### config.mk
export PLATFORM = sky130hd
export DESIGN_NAME = mfi_ram
export DESIGN_NICKNAME = d
export VERILOG_FILES = /design/src/hdl/assert_macros.svh /design/src/hdl/mfi_ram.sv
export SDC_FILE = /design/constraint.sdc
export NUM_CORES = 1
export LEC_CHECK = 0
export BUFFER_PORTS_ARGS = -buffer_cell sky130_fd_sc_hd__buf_2
export CAP_MARGIN = 30
export CORE_ASPECT_RATIO = 2
export CORE_MARGIN = 5
export CORE_UTILIZATION = 56
export DETAILED_ROUTE_END_ITERATION = 10
export PLACE_DENSITY_LB_ADDON = 0.08
export SLEW_MARGIN = 15
export SYNTH_ARGS = -nofsm -noshare
export SYNTH_HDL_FRONTEND = slang
export SYNTH_SLANG_ARGS = --single-unit
### constraint.sdc
create_clock -name clock -period 2.06 [get_ports clock]
set_input_delay 0.412 -clock clock [delete_from_list [all_inputs] [get_ports clock]]
set_output_delay 0.412 -clock clock [all_outputs]
set_load 0.01 [all_outputs]
### src/hdl/assert_macros.svh
// ---------------------------------------------------------------------------
// Assertion macros shared by the money flow index RTL
// ---------------------------------------------------------------------------
`ifndef ASSERT_MACROS_SVH
`define ASSERT_MACROS_SVH

// Check that an expression holds at every clock edge outside reset.
`define ASSERT_ALWAYS(lbl, clk, rst, expr, msg) \
   lbl: assert property (@(posedge clk) disable iff (rst) (expr)) \
      else $error(msg);

// Check that a condition implies a consequence in the same cycle.
`define ASSERT_IMPLY(lbl, clk, rst, ante, cons, msg) \
   lbl: assert property (@(posedge clk) disable iff (rst) (ante) |-> (cons)) \
      else $error(msg);

`endif

### src/hdl/mfi_ram.sv
// ---------------------------------------------------------------------------
// mfi_ram
// Generic single-write, single-read RAM with registered read data.
// ---------------------------------------------------------------------------
`default_nettype none

module mfi_ram #(
   parameter int WIDTH = 8,
   parameter int DEPTH = 16
) (
   input  wire logic                     clock,
   input  wire logic                     wr_en,
   input  wire logic [$clog2(DEPTH)-1:0] wr_addr,
   input  wire logic [WIDTH-1:0]         wr_data,
   input  wire logic                     rd_en,
   input  wire logic [$clog2(DEPTH)-1:0] rd_addr,
   output logic      [WIDTH-1:0]         rd_data
);

   logic [WIDTH-1:0] mem_ff [DEPTH];
   logic [WIDTH-1:0] rd_data_ff;

   always_ff @(posedge clock) begin
      if (wr_en) begin
         mem_ff[wr_addr] <= wr_data;
      end
      if (rd_en) begin
         rd_data_ff <= mem_ff[rd_addr];
      end
   end

   assign rd_data = rd_data_ff;

endmodule

`default_nettype wire

# After elaboration in Yosys (flattened, before gate mapping)
# Memories as Yosys holds them, arrays and structs flattened. A register that Yosys moved wholly into a read port is not among the register bits.
# Cells that the tools add are included.
# W data, S select, Z words.
[totals]
register_bits = 0
ram_bits = 128
in_bits = 19
memories = 1
[classes]
n_mux = 2
[mem_list]
columns = ["memory", "words", "word_bits", "rd", "rd_clocked_by_memory_dff", "write_ports", "line", "rtl"]
rows = [
  ["mem_ff", 16, 8, 1, 1, 1, "mfi_ram.sv:20", "logic [WIDTH-1:0] mem_ff [DEPTH];"],
]
[ops]
columns = ["op", "count"]
rows = [
  ["$mux W1", 2],
]

# Longest topological paths before layout
[logic_depth]
word_depth = 2
mapped_depth = 5
mapped_depth_nobuf = 3

# Least setup slack after synthesis
# No wires, ideal clock.
[synth_timing]
kind = "input to register"
start = "input port wr_addr[2]"
end = "memory mem_ff[0][0] (enable)"
setup_time_ns = 0.383
t_arrival_ns = 1.522
required_time_ns = 1.677
path_slack_ns = 0.155
stages = 2
path_buffers = 0
cell_sequence = "or3b_2 nor3_1"
[synth_rtl]
columns = ["item", "line", "rtl"]
rows = [
  ["start, declared", "mfi_ram.sv:13", "input wire logic [$clog2(DEPTH)-1:0] wr_addr,"],
  ["end, declared", "mfi_ram.sv:20", ""],
]
# Straight into the memory's write port.

==> key figures <==
Outcome
  • Outcome: completed

Global route
  • GR Util met2: 34.4%
  • Overflow left after global routing: 0
  • Routing usage on met3: 5.12%
  • Met1 GRT Util: 20.8%
  • Total GRT Usage: 18.8%
  • Grt peak-use layer: met2
  • Largest net degree at the start of global routing: 18
  • Global-route wire length before repair: 15.2 mm
  • Initial antenna violation count: 0
  • Number of global-route vias before repair: 2611

Worst setup path
  • Critical path arrival: 1.63 ns
  • CP Class: primary input to flop
  • CP required: 2.21 ns
  • CP startpoint kind: primary input
  • Crit path max fanout: 17
  • Setup crit end kind: flop
  • R2r worst-path depth: 3

Clock tree
  • Post-CTS Setup Repair Bufs: 0
  • Later-pin clock latency in the skew report: 0.40 ns
  • CTS resizes: 0
  • Hold-fix buffers, CTS: 0
  • Clk pin slew, worst setup/hold paths: 0.05 ns
  • H-tree Lvls: 4
  • TritonCTS Sinks: 136
  • TritonCTS clock tree: built
  • CTS buffer count: 17
  • Clk buf depth: 2
  • Clock root cell: clkbuf_16

Place
  • DP Area: 5620 µm²
  • Place WS: 0.164 ns
  • Dpl hpwl: 6.73 mm
  • GPL Wtd Cong: 0.747
  • I/O Buffers: 26

STA
  • Worst-margin pin slew: 0.453 ns
  • Slew HR: 69.8%
  • Skew final: 0.00555 ns
  • # setup viols final: 0
  • Final worst setup slack: 0.583 ns
  • Fmax: 0.677 GHz
  • Period minus WS final: 1.48 ns
  • RSZ-0062 raised after global routing: false
  • Final cycle utilization of the critical path: 71.7%
  • Total negative slack: 0 ns
  • Worst hold slack: 0.386 ns
  • Count of final max-slew check failures: 0
  • Fin. Hold Viols: 0

Cells and area
  • Filler cells: 611
  • Final instance area: 6230 µm²
  • Syn-to-layout area delta: 19.2%
  • Area of the multi-input gates: 1060 µm²
  • Core Util, Final: 67.3%
  • Final nets: 307
  • # diodes: 0
  • Layout cell share with drive strength beyond 1: 32.1%
  • Reg area: 4080 µm²

Yosys
  • Asr flop ratio synth: 0%
  • Avg Cell Area, Syn: 22.8 µm²
  • Syn_nets: 248
  • Synth Area in Compound Gates: 2.30%
  • Post-synthesis cell area: 5230 µm²
  • Adder-Cell Fraction of Synth Area: 0%
  • Main synth FF type: edfxtp_1
  • Count of different cell masters after synthesis: 18
  • Post-synth top cells: edfxtp_1 (136), mux4_2 (18), a22oi_1 (16)
  • Simple-gate share of the synthesized area: 3.14%
  • Top cells by area, synth: edfxtp_1 (78%), mux4_2 (7.8%), mux4_1 (7.0%), a22oi_1 (2.3%), nor2_1 (0.93%)
  • Synth top area share: 78.1%
  • FF+latch count, synth: 136
  • Yosys warnings: 0
  • Sequential fraction of the synthesis area: 78.1%
  • EDFF count, synth: 136
  • XOR/XNOR Fraction of Synth Area: 0%
  • Post-Syn Instances: 229
  • Multiplexer share of the synthesized area: 14.8%
  • Most frequent cell after synthesis: edfxtp_1
  • Yosys top cell by area: edfxtp_1
  • Largest family of logic cells by synthesized area: multiplexers

Routing
  • WL final: 9.77 mm
  • Via count: 2463
  • WL/cell: 24.2 µm
  • DRC Markers: 0
  • Avg Vias per Cell: 6.11
  • DRT antenna net count: 0
  • First DRT Iteration DRCs: 139
  • Drt first pass iters: 4

Worst hold path
  • Min-Delay Path Class: primary input to flop
  • Worst Hold Path Cells: 1

Floorplan
  • Die W: 78.3 µm
  • Die height: 147 µm
  • Rows: 50
  • Core box area: 9260 µm²
  • IO Pins: 27
  • Die Area: 11500 µm²
  • Initial Util: 56.5%

Flow run
  • Max Cap Viol: 0

Power and ir drop
  • VDD IR max: 0.954 mV
  • Pwr Density: 1050 nW/µm²
  • Pleak: 2.15 nW
cells by family (layout without fill, tap and decap cells):
logic type	Yosys count	in the layout
AOI/OAI and AO/OA	16	16
buffers and inverters	10	80
DFF	136	136
muxes	32	32
and+or+nand+nor	35	35
worst paths after layout:
kind	startpoint	end	slack (ns)
max reg2reg	mem_ff[5][6]	rd_data[6]	0.60
max	rd_addr[0]	rd_data[5]	0.58
min	rd_en	rd_data[3]	0.39
min reg2reg	mem_ff[15][1]	rd_data[1]	0.75
worst max-delay path: stages:
cell     delay (ns)
buf_2          0.14
buf_12         0.19
mux4_1         0.57
a22oi_1        0.24
nand2_1        0.07
state kept, by name (all words and copies together), names as in the netlist:
signal   count
mem_ff     128
rd_data      8
metrics by stage:
stage	power [W]	instances
detailed placement	0.00349	373
global placement	0.00348	373
CTS	0.00661	403
finish	0.00657	403
global route	0.00676	403
floorplan	0.00335	229
layer usage:
metal  routed length [µm]  vias to the layer above
li1                     -                     1099
met1                 3710                     1299
met2                 5650                       57
met3                  305                        8
met4                   98                        0
met5                    0                        -
area by class of cell:
type,instances,area share [%]
Tap cell,104,2.09
Multi-Input combinational cell,83,17.0
Timing Repair Buffer,50,5.58
Clock buffer,20,7.01
Sequential cell,136,65.5
Clock inverter,10,2.85
where the power goes:
group          internal, W  switching (W)
registers          0.00312      0.0000139
clock network      0.00212        0.00101
logic             0.000129       0.000167
cell usage in the layout, fill, tap and decap left out:
| cell type | netlist | routed |
|---|---|---|
| nand3b_1 | 2 | 2 |
| nor3_1 | 4 | 4 |
| buf_12 | 0 | 3 |
| nand2_1 | 9 | 9 |
| and2_1 | 1 | 1 |
| mux4_2 | 18 | 18 |
| nand3_1 | 1 | 1 |
| edfxtp_1 | 136 | 136 |
| or3b_2 | 1 | 1 |
| buf_4 | 1 | 21 |
| clkinvlp_4 | 0 | 1 |
| clkbuf_16 | 0 | 17 |
| bufinv_16 | 0 | 5 |
| buf_2 | 3 | 26 |
| nor2b_1 | 1 | 1 |
| clkbuf_1 | 0 | 3 |
| nor2_1 | 13 | 13 |
| a22oi_1 | 16 | 16 |
| and2b_1 | 1 | 1 |
| nand2b_1 | 2 | 2 |
| clkinv_2 | 0 | 4 |
| mux4_1 | 14 | 14 |
Power figures use the tool's default switching activity.
