==> config.mk <==
export PLATFORM = sky130hd
export DESIGN_NAME = mfi_div
export DESIGN_NICKNAME = d
export VERILOG_FILES = /design/src/hdl/assert_macros.svh /design/src/hdl/mfi_pkg.sv /design/src/hdl/mfi_div.sv
export SDC_FILE = /design/constraint.sdc
export NUM_CORES = 1
export LEC_CHECK = 0
export BUFFER_PORTS_ARGS = -buffer_cell sky130_fd_sc_hd__buf_2
export CAP_MARGIN = 10
export CORE_ASPECT_RATIO = 1.4
export CORE_MARGIN = 3
export CORE_UTILIZATION = 60
export CTS_CLUSTER_DIAMETER = 40
export DETAILED_ROUTE_END_ITERATION = 7
export HOLD_SLACK_MARGIN = 0.15
export PLACE_DENSITY = 0.75
export SLEW_MARGIN = 20
export SYNTH_ARGS = -nofsm -noshare
export SYNTH_HDL_FRONTEND = slang
export SYNTH_SLANG_ARGS = --single-unit
==> constraint.sdc <==
create_clock -name clock -period 14.4 [get_ports clock]
set_input_delay 1.44 -clock clock [delete_from_list [all_inputs] [get_ports clock]]
set_output_delay 1.44 -clock clock [all_outputs]
set_load 0.03 [all_outputs]
==> src/hdl/assert_macros.svh <==
// ---------------------------------------------------------------------------
// Assertion macros shared by the money flow index RTL
// ---------------------------------------------------------------------------
`ifndef ASSERT_MACROS_SVH
`define ASSERT_MACROS_SVH

// Check that an expression holds at every clock edge outside reset.
`define ASSERT_ALWAYS(lbl, clk, rst, expr, msg) \
   lbl: assert property (@(posedge clk) disable iff (rst) (expr)) \
      else $error(msg);

// Check that a condition implies a consequence in the same cycle.
`define ASSERT_IMPLY(lbl, clk, rst, ante, cons, msg) \
   lbl: assert property (@(posedge clk) disable iff (rst) (ante) |-> (cons)) \
      else $error(msg);

`endif

==> src/hdl/mfi_pkg.sv <==
// ---------------------------------------------------------------------------
// mfi_pkg
// Shared constants, codes and types of the money flow index block.
// ---------------------------------------------------------------------------
`default_nettype none

package mfi_pkg;

   // field widths of the channels
   localparam int PRICE_W     = 20;
   localparam int PRICE_EXT_W = 24;
   localparam int VOLUME_W    = 32;
   localparam int PERIOD_W    = 9;
   localparam int MFI_W       = 15;
   localparam int COUNT_W     = 9;

   localparam logic [PERIOD_W-1:0] PERIOD_RESET = 9'd14;

   // index scaling: percent times 256
   localparam logic [MFI_W-1:0] MFI_SCALE = 15'd25600;
   localparam logic [MFI_W-1:0] MFI_HALF  = 15'd12800;

   // one quotient bit per divider step
   localparam int DIV_STEPS = 15;

   // flow class codes stored with each ring entry
   localparam logic [1:0] CLS_NONE = 2'd0;
   localparam logic [1:0] CLS_POS  = 2'd1;
   localparam logic [1:0] CLS_NEG  = 2'd2;

   typedef struct packed {
      logic busy;
      logic done;
   } div_status_type;

endpackage

`default_nettype wire

==> src/hdl/mfi_div.sv <==
// ---------------------------------------------------------------------------
// mfi_div
// Scales the positive sum by 25600 and divides by the window total, one
// quotient bit per cycle, then rounds half up.
// ---------------------------------------------------------------------------
`default_nettype none

module mfi_div import mfi_pkg::*; #(
   parameter int SUM_W = 62
) (
   input  wire logic             clock,
   input  wire logic             reset,
   input  wire logic             start,
   input  wire logic [SUM_W-1:0] pos_sum,
   input  wire logic [SUM_W-1:0] neg_sum,
   output logic      [MFI_W-1:0] quotient,
   output div_status_type        status
);

   localparam int NUM_W = SUM_W + 5;           // 25 * pos
   localparam int REM_W = SUM_W + 1;           // total width
   localparam int CNT_W = $clog2(DIV_STEPS);

   localparam logic [2:0] D_IDLE  = 3'd0;
   localparam logic [2:0] D_SCALE = 3'd1;
   localparam logic [2:0] D_INIT  = 3'd2;
   localparam logic [2:0] D_STEP  = 3'd3;
   localparam logic [2:0] D_ROUND = 3'd4;

   logic [2:0]           state_ff, state_in;
   logic [SUM_W-1:0]     pos_ff, pos_in;
   logic [REM_W-1:0]     total_ff, total_in;
   logic [NUM_W-1:0]     num_ff, num_in;
   logic [REM_W-1:0]     rem_ff, rem_in;
   logic [DIV_STEPS-1:0] low_ff, low_in;
   logic [MFI_W-1:0]     q_ff, q_in;
   logic [CNT_W-1:0]     cnt_ff, cnt_in;
   logic [MFI_W-1:0]     quot_ff, quot_in;
   logic                 done_ff, done_in;

   logic [REM_W:0]       trial;
   logic                 fits;
   logic                 round_up;
   logic [MFI_W:0]       q_round;

   // numerator is 25 * pos shifted left by 10; shift in its low bits
   assign trial    = {rem_ff, low_ff[DIV_STEPS-1]};
   assign fits     = trial >= {1'b0, total_ff};
   assign round_up = {rem_ff, 1'b0} >= {1'b0, total_ff};
   assign q_round  = {1'b0, q_ff} + (MFI_W+1)'(round_up);

   always_comb begin
      state_in = state_ff;
      pos_in   = pos_ff;
      total_in = total_ff;
      num_in   = num_ff;
      rem_in   = rem_ff;
      low_in   = low_ff;
      q_in     = q_ff;
      cnt_in   = cnt_ff;
      quot_in  = quot_ff;
      done_in  = 1'b0;
      unique case (state_ff)
         D_IDLE: begin
            if (start) begin
               pos_in   = pos_sum;
               total_in = REM_W'(pos_sum) + REM_W'(neg_sum);
               num_in   = NUM_W'(pos_sum) + (NUM_W'(pos_sum) << 3);
               state_in = D_SCALE;
            end
         end
         D_SCALE: begin
            num_in   = num_ff + (NUM_W'(pos_ff) << 4);
            state_in = D_INIT;
         end
         D_INIT: begin
            rem_in   = REM_W'(num_ff[NUM_W-1:5]);
            low_in   = {num_ff[4:0], 10'd0};
            q_in     = '0;
            cnt_in   = CNT_W'(DIV_STEPS - 1);
            state_in = D_STEP;
         end
         D_STEP: begin
            rem_in = fits ? REM_W'(trial - {1'b0, total_ff}) : REM_W'(trial);
            q_in   = {q_ff[MFI_W-2:0], fits};
            low_in = low_ff << 1;
            cnt_in = cnt_ff - CNT_W'(1);
            if (cnt_ff == '0) begin
               state_in = D_ROUND;
            end
         end
         D_ROUND: begin
            quot_in  = (q_round > {1'b0, MFI_SCALE}) ? MFI_SCALE : q_round[MFI_W-1:0];
            done_in  = 1'b1;
            state_in = D_IDLE;
         end
         default: begin
            state_in = D_IDLE;
         end
      endcase
   end

   always_ff @(posedge clock) begin
      if (reset) begin
         state_ff <= D_IDLE;
         done_ff  <= 1'b0;
      end else begin
         state_ff <= state_in;
         done_ff  <= done_in;
      end
      pos_ff   <= pos_in;
      total_ff <= total_in;
      num_ff   <= num_in;
      rem_ff   <= rem_in;
      low_ff   <= low_in;
      q_ff     <= q_in;
      cnt_ff   <= cnt_in;
      quot_ff  <= quot_in;
   end

   assign quotient    = quot_ff;
   assign status.busy = (state_ff != D_IDLE);
   assign status.done = done_ff;

endmodule

`default_nettype wire

Word-level counts from Yosys, hierarchy flattened
Cells that the tools add are included.
Cells by class
  mux-type cells: 11
  add/subtract/negate cells: 6
  reductions and logical operators: 8
  eq/ne operators: 6
  shift-type cells: 0
  order comparisons: 3
  multipliers: 0
  bitwise operators: 0
  div/mod/pow operators: 0
Operators with widths (count)
  $pmux 67 s2: 1
  $ge 64x63->1: 2
  $pmux 63 s2: 1
  $add 67x66->67: 1
  $mux 67: 1
  $add 62x65->66: 1
  $add 62x62->63: 1
  $mux 63: 1
  $sub 63x63->63: 1
  $pmux 15 s2: 2
  $add 15x1->16: 1
  $gt 16x15->1 const B: 1
  $pmux 3 s4: 1
  $pmux 4 s2: 1
  $eq 3x2->1 const B: 2
  $mux 3: 2
  $reduce_and 2->1: 3
  $logic_not 4->1: 1
  $ne 2x2->1 const B: 2
  $reduce_bool 2->1: 2
  $sub 4x1->4 const B: 1
  $eq 3x1->1 const B: 1
  $eq 3x3->1 const B: 1
  $logic_not 3->1: 1
  2 further kinds: 2
Word-level totals
  word-level logic and storage cells: 44
  output and inout port bits: 17
  input port bits: 127
  memory bits (writable): 0
  flip-flop bits (word level): 308
  bits in read-only memories: 0
  memories kept: 0
  latch bits: 0

Depth between registers and ports, before layout
Gate-level depths: netlist of run 1.
  depth in word-level cells: 3
  depth in mapped cells: 22
  depth with buffers taken out: 21

Least setup slack after synthesis of run 1
No wires, ideal clock.
  kind: input -> register
  start: input port start
  end: register pos_ff[0], enable pin
  setup slack: 7124 ps
  path buffers: 0
  data arrival time: 6665 ps
  library setup time: 611 ps
  cell stages on the path: 2
  required time: 13789 ps
  cell sequence: inv_1 > nor2_1
On the way
  longest elaborated chain between the ends: 1
Ends and longest elaborated chain
  start: declaration: line mfi_div.sv:13  | input wire logic start,
  $reduce_and 2->1 (no source line)
  end signal: assignment: line mfi_div.sv:111  | pos_ff <= pos_in;
  end: declaration: line mfi_div.sv:31  | logic [SUM_W-1:0] pos_ff, pos_in;
Every way passes these cells.
A chain may end at the register's enable or synchronous reset.

Worst setup path in the final report of run 1
  start: input port pos_sum[3]
  end: register num_ff[55], data pin
On the way
  longest elaborated chain between the ends: 3
Ends and longest elaborated chain
  start: declaration: line mfi_div.sv:14  | input wire logic [SUM_W-1:0] pos_sum,
  $add 62x65->66: line mfi_div.sv:68  | num_in = NUM_W'(pos_sum) + (NUM_W'(pos_sum) << 3);
  $mux 67: line mfi_div.sv:65  | if (start) begin
  $pmux 67 s2: line mfi_div.sv:63  | unique case (state_ff)
  named net num_in[55]: line mfi_div.sv:33  | logic [NUM_W-1:0] num_ff, num_in;
  end signal: assignment: line mfi_div.sv:113  | num_ff <= num_in;
  end: declaration: line mfi_div.sv:33
The timed path passes the listed nets, and every way through them passes these cells. The select of a mux whose other input is x is not followed.

==> results of run 1 <==
layout make-up:
class | count | share of cell area [%]
Antenna cell | 1 | 0.008702
Clock buffer | 44 | 3.642
Clock inverter | 30 | 1.105
Inverter | 140 | 1.828
Multi-Input combinational cell | 2472 | 57.06
Sequential cell | 298 | 30.98
Tap cell | 552 | 2.402
Timing Repair Buffer | 159 | 2.976
synth_stat cells, types with 25 or more instances:
cell type,count,area share (%)
a211oi_1,25,0.71
a21o_1,176,5.0
a21oi_1,364,6.9
a31oi_1,65,1.5
and2_1,35,0.83
and3_1,28,0.67
clkbuf_1,117,1.7
edfxtp_1,294,34
ha_1,249,12
inv_1,140,2.0
nand2_1,310,4.4
nand3_1,51,0.97
nand4_1,66,1.6
nor2_1,258,3.7
nor2b_1,29,0.69
nor3_1,36,0.68
o211ai_1,25,0.71
o21a_1,29,0.83
o21ai_0,149,2.8
o21ai_1,40,0.76
o21bai_1,45,1.3
xnor2_1,140,4.7
xor2_1,89,3.0
state kept, by name (all words and copies together) (netlist names):
register and flops:
pos_ff 62, q_ff 15, num_ff 67, quotient 15
state_ff 3, done_ff 1, low_ff 5, cnt_ff 4
total_ff 63, rem_ff 63
final timing paths:
kind                                     startpoint                        to  cells past startpoint
worst min register to register  num_ff[0]$_DFFE_PP_  low_ff[10]$_SDFFCE_PP0P_                      1
worst max register to register  num_ff[4]$_DFFE_PP_      num_ff[62]$_DFFE_PP_                     13
worst max-delay path                     pos_sum[3]      num_ff[55]$_DFFE_PP_                     14
worst min-delay path            num_ff[0]$_DFFE_PP_  low_ff[10]$_SDFFCE_PP0P_                      1
power by group:
group          internal (mW)  switching [mW]
Combinational          0.576           0.971
Clock                  0.596           0.429
Sequential              1.11          0.0710
per-stage QoR:
step | total power [mW] | setup WS [ns] | util, % | instances
2_1_floorplan | 2.283 | 7.124 | - | 3045
3_3_place_gp | 2.669 | 8.743 | 63.27 | 3620
3_5_place_dp | 2.693 | 8.647 | 63.34 | 3621
4_1_cts | 3.724 | 9.211 | 66.49 | 3695
5_1_grt | 3.940 | 8.942 | 66.49 | 3695
6_report | 3.750 | 9.132 | 66.50 | 3696
kinds of logic (layout without fill, tap and decap cells):
logic type | after synthesis | after routing | synth area share [%]
AOI/OAI and AO/OA | 1069 | 1069 | 25.69
xor gates and xnor gates | 229 | 229 | 7.620
adders and majority gates | 253 | 253 | 12.14
buffers and inverters | 275 | 373 | 3.998
DFF | 298 | 298 | 33.85
muxes | 18 | 18 | 0.7035
other | 0 | 1 | 0
and+or+nand+nor | 903 | 903 | 16.00
critical path, cell delays in order:
cell	delay [ns]
buf_2	0.13
ha_1	0.21
inv_1	0.07
fa_1	0.40
nand2b_1	0.20
a21o_1	0.22
a211oi_1	0.51
o31ai_1	0.32
a2111oi_0	0.95
or3_1	0.25
a221oi_1	0.22
o31ai_1	0.35
xnor2_1	0.15
mux2i_1	0.10
metal layers:
metal | share of wire (%) | wire length, um
met3 | 6.5 | 5488
met5 | 0 | 0
met4 | 5.2 | 4350
met1 | 40 | 33480
met2 | 48 | 40510
==> flow_summary.json, run 1 <==
{
  "rsz0062_at_grt": "no",
  "dieHeight_um": 253.8,
  "setup_viol": 0,
  "crit_type": "in2reg",
  "post_cts_buffers": 0,
  "clock_skew_ns": 0.01609,
  "fin_crit_sh_pct": 36.58,
  "dieArea_mm2": 0.04645,
  "detail-route-antenna-nets": 0,
  "clock_tree.root_cell": "clkbuf_16",
  "final.setup.tns_ns": 0,
  "track_usage_pct": 34.58,
  "synth_cells": 3045,
  "numCtsBuffers": 40,
  "vias_per_cell": 6.564,
  "syn-cell-area_mm2": 0.02632,
  "cts-htree-levels": 2,
  "whs_ns": 0.5239,
  "start_util_pct": 60.87,
  "worst_slew_pin_slew_ns": 1.083,
  "power.density_mw_per_mm2": 130.4,
  "insertion_delay_ns": 0.55,
  "ctsResizeCount": 0,
  "cp.arrival_ns": 5.53,
  "final_common_cell": "a21oi_1",
  "synthesis.nets": 3425,
  "hold_buffers": 0,
  "fmax_ghz": 0.1898,
  "numPortBuffers": 143,
  "clkTransAtPathRegs_ns": 0.06,
  "synthDistinctLibCells": 83,
  "ir_drop_uv": 100.6,
  "status": "complete, no violations",
  "coreArea_mm2": 0.04324,
  "ff2ff_setup_slack_ns": 9.48,
  "multiInputGateArea_mm2": 0.01641,
  "grt_overflow": 0,
  "hold_viol_final": 0,
  "grt_util_met3_pct": 3.995,
  "cts_tree": "built",
  "finalWirelength_mm": 83.83,
  "ys_seq_area_share_pct": 33.85,
  "drc": 0,
  "grt_pass1_vias": 23600,
  "synth_warnings": 0,
  "fin_crit_ns": 5.268,
  "ios": 144,
  "slew_viol_final": 0,
  "cp.required_ns": 14.66,
  "dp_hpwl_mm": 64.75,
  "relSlewSlack_pct": 27.81,
  "gr-max-usage-layer": "met2",
  "dr.first_iter.drc_count": 2044,
  "grt.met2_usage_pct": 60.26,
  "place_area_mm2": 0.02739,
  "grt_max_degree": 87,
  "fillCellCount": 3690,
  "clock_path_buffers": 3,
  "die_w_um": 183.0,
  "hold_path_class": "reg2reg",
  "avgSynthCellArea_um2": 8.644,
  "antenna_found_initial": 1,
  "grt_pass1_wl_mm": 127.3,
  "synth_edf_count": 294,
  "num-nets-final": 3491,
  "wire_per_inst_um": 22.68,
  "async_flop_share_pct": 0,
  "drive_gt1_share_pct": 8.750,
  "final_area_mm2": 0.02876,
  "area.sequential_mm2": 0.008909,
  "gp_congestion": 0.9696,
  "cap_violations": 0,
  "groute.layer.met1.usage_pct": 43.12,
  "startpoint_type": "input port",
  "fp-row-count": 90,
  "syn2layout_area_growth_pct": 9.251,
  "crit_path_max_fanout": 4,
  "firstDrtPassIters": 5,
  "num_vias": 24260,
  "final_cell_mix": "a21oi_1, nand2_1, edfxtp_1",
  "p_leak_nw": 12.22,
  "cts.sinks": 298,
  "ys_ff_latch": 298,
  "endpoint_kind": "flip-flop",
  "synthFlopType": "edfxtp_1"
}
No activity file was read; power rests on OpenSTA's default activity.
==> run 2: changes to the inputs <==
==> constraint.sdc (replaced) <==
create_clock -name clock -period 5.5 [get_ports clock]
set_input_delay 0.55 -clock clock [delete_from_list [all_inputs] [get_ports clock]]
set_output_delay 0.55 -clock clock [all_outputs]
set_load 0.03 [all_outputs]
==> flow_summary.json, run 2 (synthesis gave the netlist of run 1 again) <==
{
  "status": "complete, no violations",
  "cap_violations": 0,
  "vias_per_cell": 6.599,
  "cp.required_ns": 5.79,
  "cts-htree-levels": 2,
  "slew_viol_final": 0,
  "grt_overflow": 0,
  "dr.first_iter.drc_count": 2230,
  "drive_gt1_share_pct": 8.805,
  "start_util_pct": 60.87,
  "worst_slew_pin_slew_ns": 1.006,
  "endpoint_kind": "flip-flop",
  "dp_hpwl_mm": 64.33,
  "setup_viol": 0,
  "final.setup.tns_ns": 0,
  "gr-max-usage-layer": "met2",
  "track_usage_pct": 34.75,
  "fin_util_pct": 66.56,
  "post_cts_buffers": 0,
  "finalWirelength_mm": 83.13,
  "hold_viol_final": 0,
  "insertion_delay_ns": 0.56,
  "hold_buffers": 0,
  "grt_max_degree": 88,
  "clock_skew_ns": 0.02486,
  "grt_pass1_vias": 23720,
  "gp_congestion": 0.9934,
  "cts_tree": "built",
  "p_total_mw": 9.853,
  "ios": 144,
  "numCtsBuffers": 42,
  "fillCellCount": 3676,
  "drc": 0,
  "hold_path_class": "in2reg",
  "fin_crit_sh_pct": 85.25,
  "clock_path_buffers": 3,
  "num_vias": 24400,
  "dieArea_mm2": 0.04645,
  "top_register": "num_ff",
  "dieHeight_um": 253.8,
  "numPortBuffers": 143,
  "clkTransAtPathRegs_ns": 0.06,
  "diodes": 0,
  "detail-route-antenna-nets": 0,
  "grt_util_met3_pct": 4.338,
  "dpl_worst_slack_ns": 0.8153,
  "die_w_um": 183.0,
  "final_area_mm2": 0.02878,
  "place_area_mm2": 0.02740,
  "clock_tree.root_cell": "clkbuf_16",
  "grt.met2_usage_pct": 60.47,
  "groute.layer.met1.usage_pct": 42.96,
  "antenna_found_initial": 0,
  "cts.sinks": 298,
  "rsz0062_at_grt": "no",
  "fmax_ghz": 0.2133,
  "largest_reg_flops": 67,
  "multiInputGateArea_mm2": 0.01641,
  "firstDrtPassIters": 6,
  "syn2layout_area_growth_pct": 9.351,
  "area.sequential_mm2": 0.008909,
  "relSlewSlack_pct": 31.22,
  "ff2ff_setup_slack_ns": 0.81,
  "final_common_cell": "a21oi_1",
  "crit_type": "reg2reg",
  "wire_per_inst_um": 22.48,
  "fin_crit_ns": 4.689,
  "finalWorstSetupSlack_ns": 0.8113,
  "ir_drop_uv": 195.1,
  "startpoint_type": "flip-flop",
  "largestRegisters": "num_ff x67, rem_ff x63, total_ff x63",
  "final_cell_mix": "a21oi_1, nand2_1, edfxtp_1",
  "power.density_mw_per_mm2": 342.3,
  "ctsResizeCount": 0,
  "cp.arrival_ns": 4.98,
  "coreArea_mm2": 0.04324,
  "fp-row-count": 90,
  "p_leak_nw": 12.23,
  "num-nets-final": 3494,
  "crit_path_max_fanout": 6,
  "grt_pass1_wl_mm": 128.1
}
==> run 2: cell types whose count changed in the layout (fill, tap and decap cells not counted) <==
cell        delta
buf_6          +1
bufinv_16      -1
clkinvlp_4     +1
clkbuf_1       +1
clkbuf_16      +2
clkinv_4       -4
clkinv_2       -2
inv_6          +7
clkbuf_8       -1
clkinv_8       -1
diode_2        -1
==> run 2: per-layer routing <==
layer,up-vias,part of all wire (%)
met5,-,0
met2,1006,49
li1,11470,-
met4,0,5.1
met1,11710,40
met3,220,6.3
==> run 2: path summary, 6_finish.rpt <==
| check | cells after the start | endpoint | start |
|---|---|---|---|
| setup reg to reg | 13 | num_ff[66]$_SDFFCE_PN0P_ | num_ff[4]$_DFFE_PP_ |
| hold reg to reg | 2 | low_ff[13]$_DFFE_PP_ | low_ff[12]$_DFFE_PP_ |
| setup / recovery | 13 | num_ff[66]$_SDFFCE_PN0P_ | num_ff[4]$_DFFE_PP_ |
| hold / removal | 2 | state_ff[0]$_SDFFE_PP0P_ | reset |
==> run 2: stage by stage <==
| step | hold WS (ns) | cells |
|---|---|---|
| finish | 0.2158 | 3698 |
| global route | 0.2122 | 3698 |
| CTS | 0.1898 | 3698 |
| detailed placement | 0.5040 | 3622 |
| global placement | 0.4900 | 3621 |
| floorplan | 0.4836 | 3045 |
==> run 2: where the power goes <==
part / total (mW) / switching (mW) / internal (mW)
clock network: 2.71 / 1.14 / 1.57
registers: 3.08 / 0.180 / 2.90
logic: 4.06 / 2.55 / 1.51
==> run 2: critical path, stage by stage (launching register included) <==
cell and delay, ns:
edfxtp_1 0.36, ha_1 0.18, inv_1 0.06, fa_1 0.42
nor2b_1 0.16, o31a_1 0.20, o22ai_1 0.25, a2111oi_0 0.59
o2111ai_1 0.45, a2111oi_0 1.00, o2111a_1 0.37, a211oi_1 0.09
o21ai_1 0.21, mux2i_1 0.09
==> run 2: area by class of cell <==
cell class	count	area share (%)
Clock inverter	30	1.026
Timing Repair Buffer	160	3.013
Sequential cell	298	30.95
Multi-Input combinational cell	2472	57.01
Tap cell	552	2.400
Inverter	140	1.826
Clock buffer	46	3.778
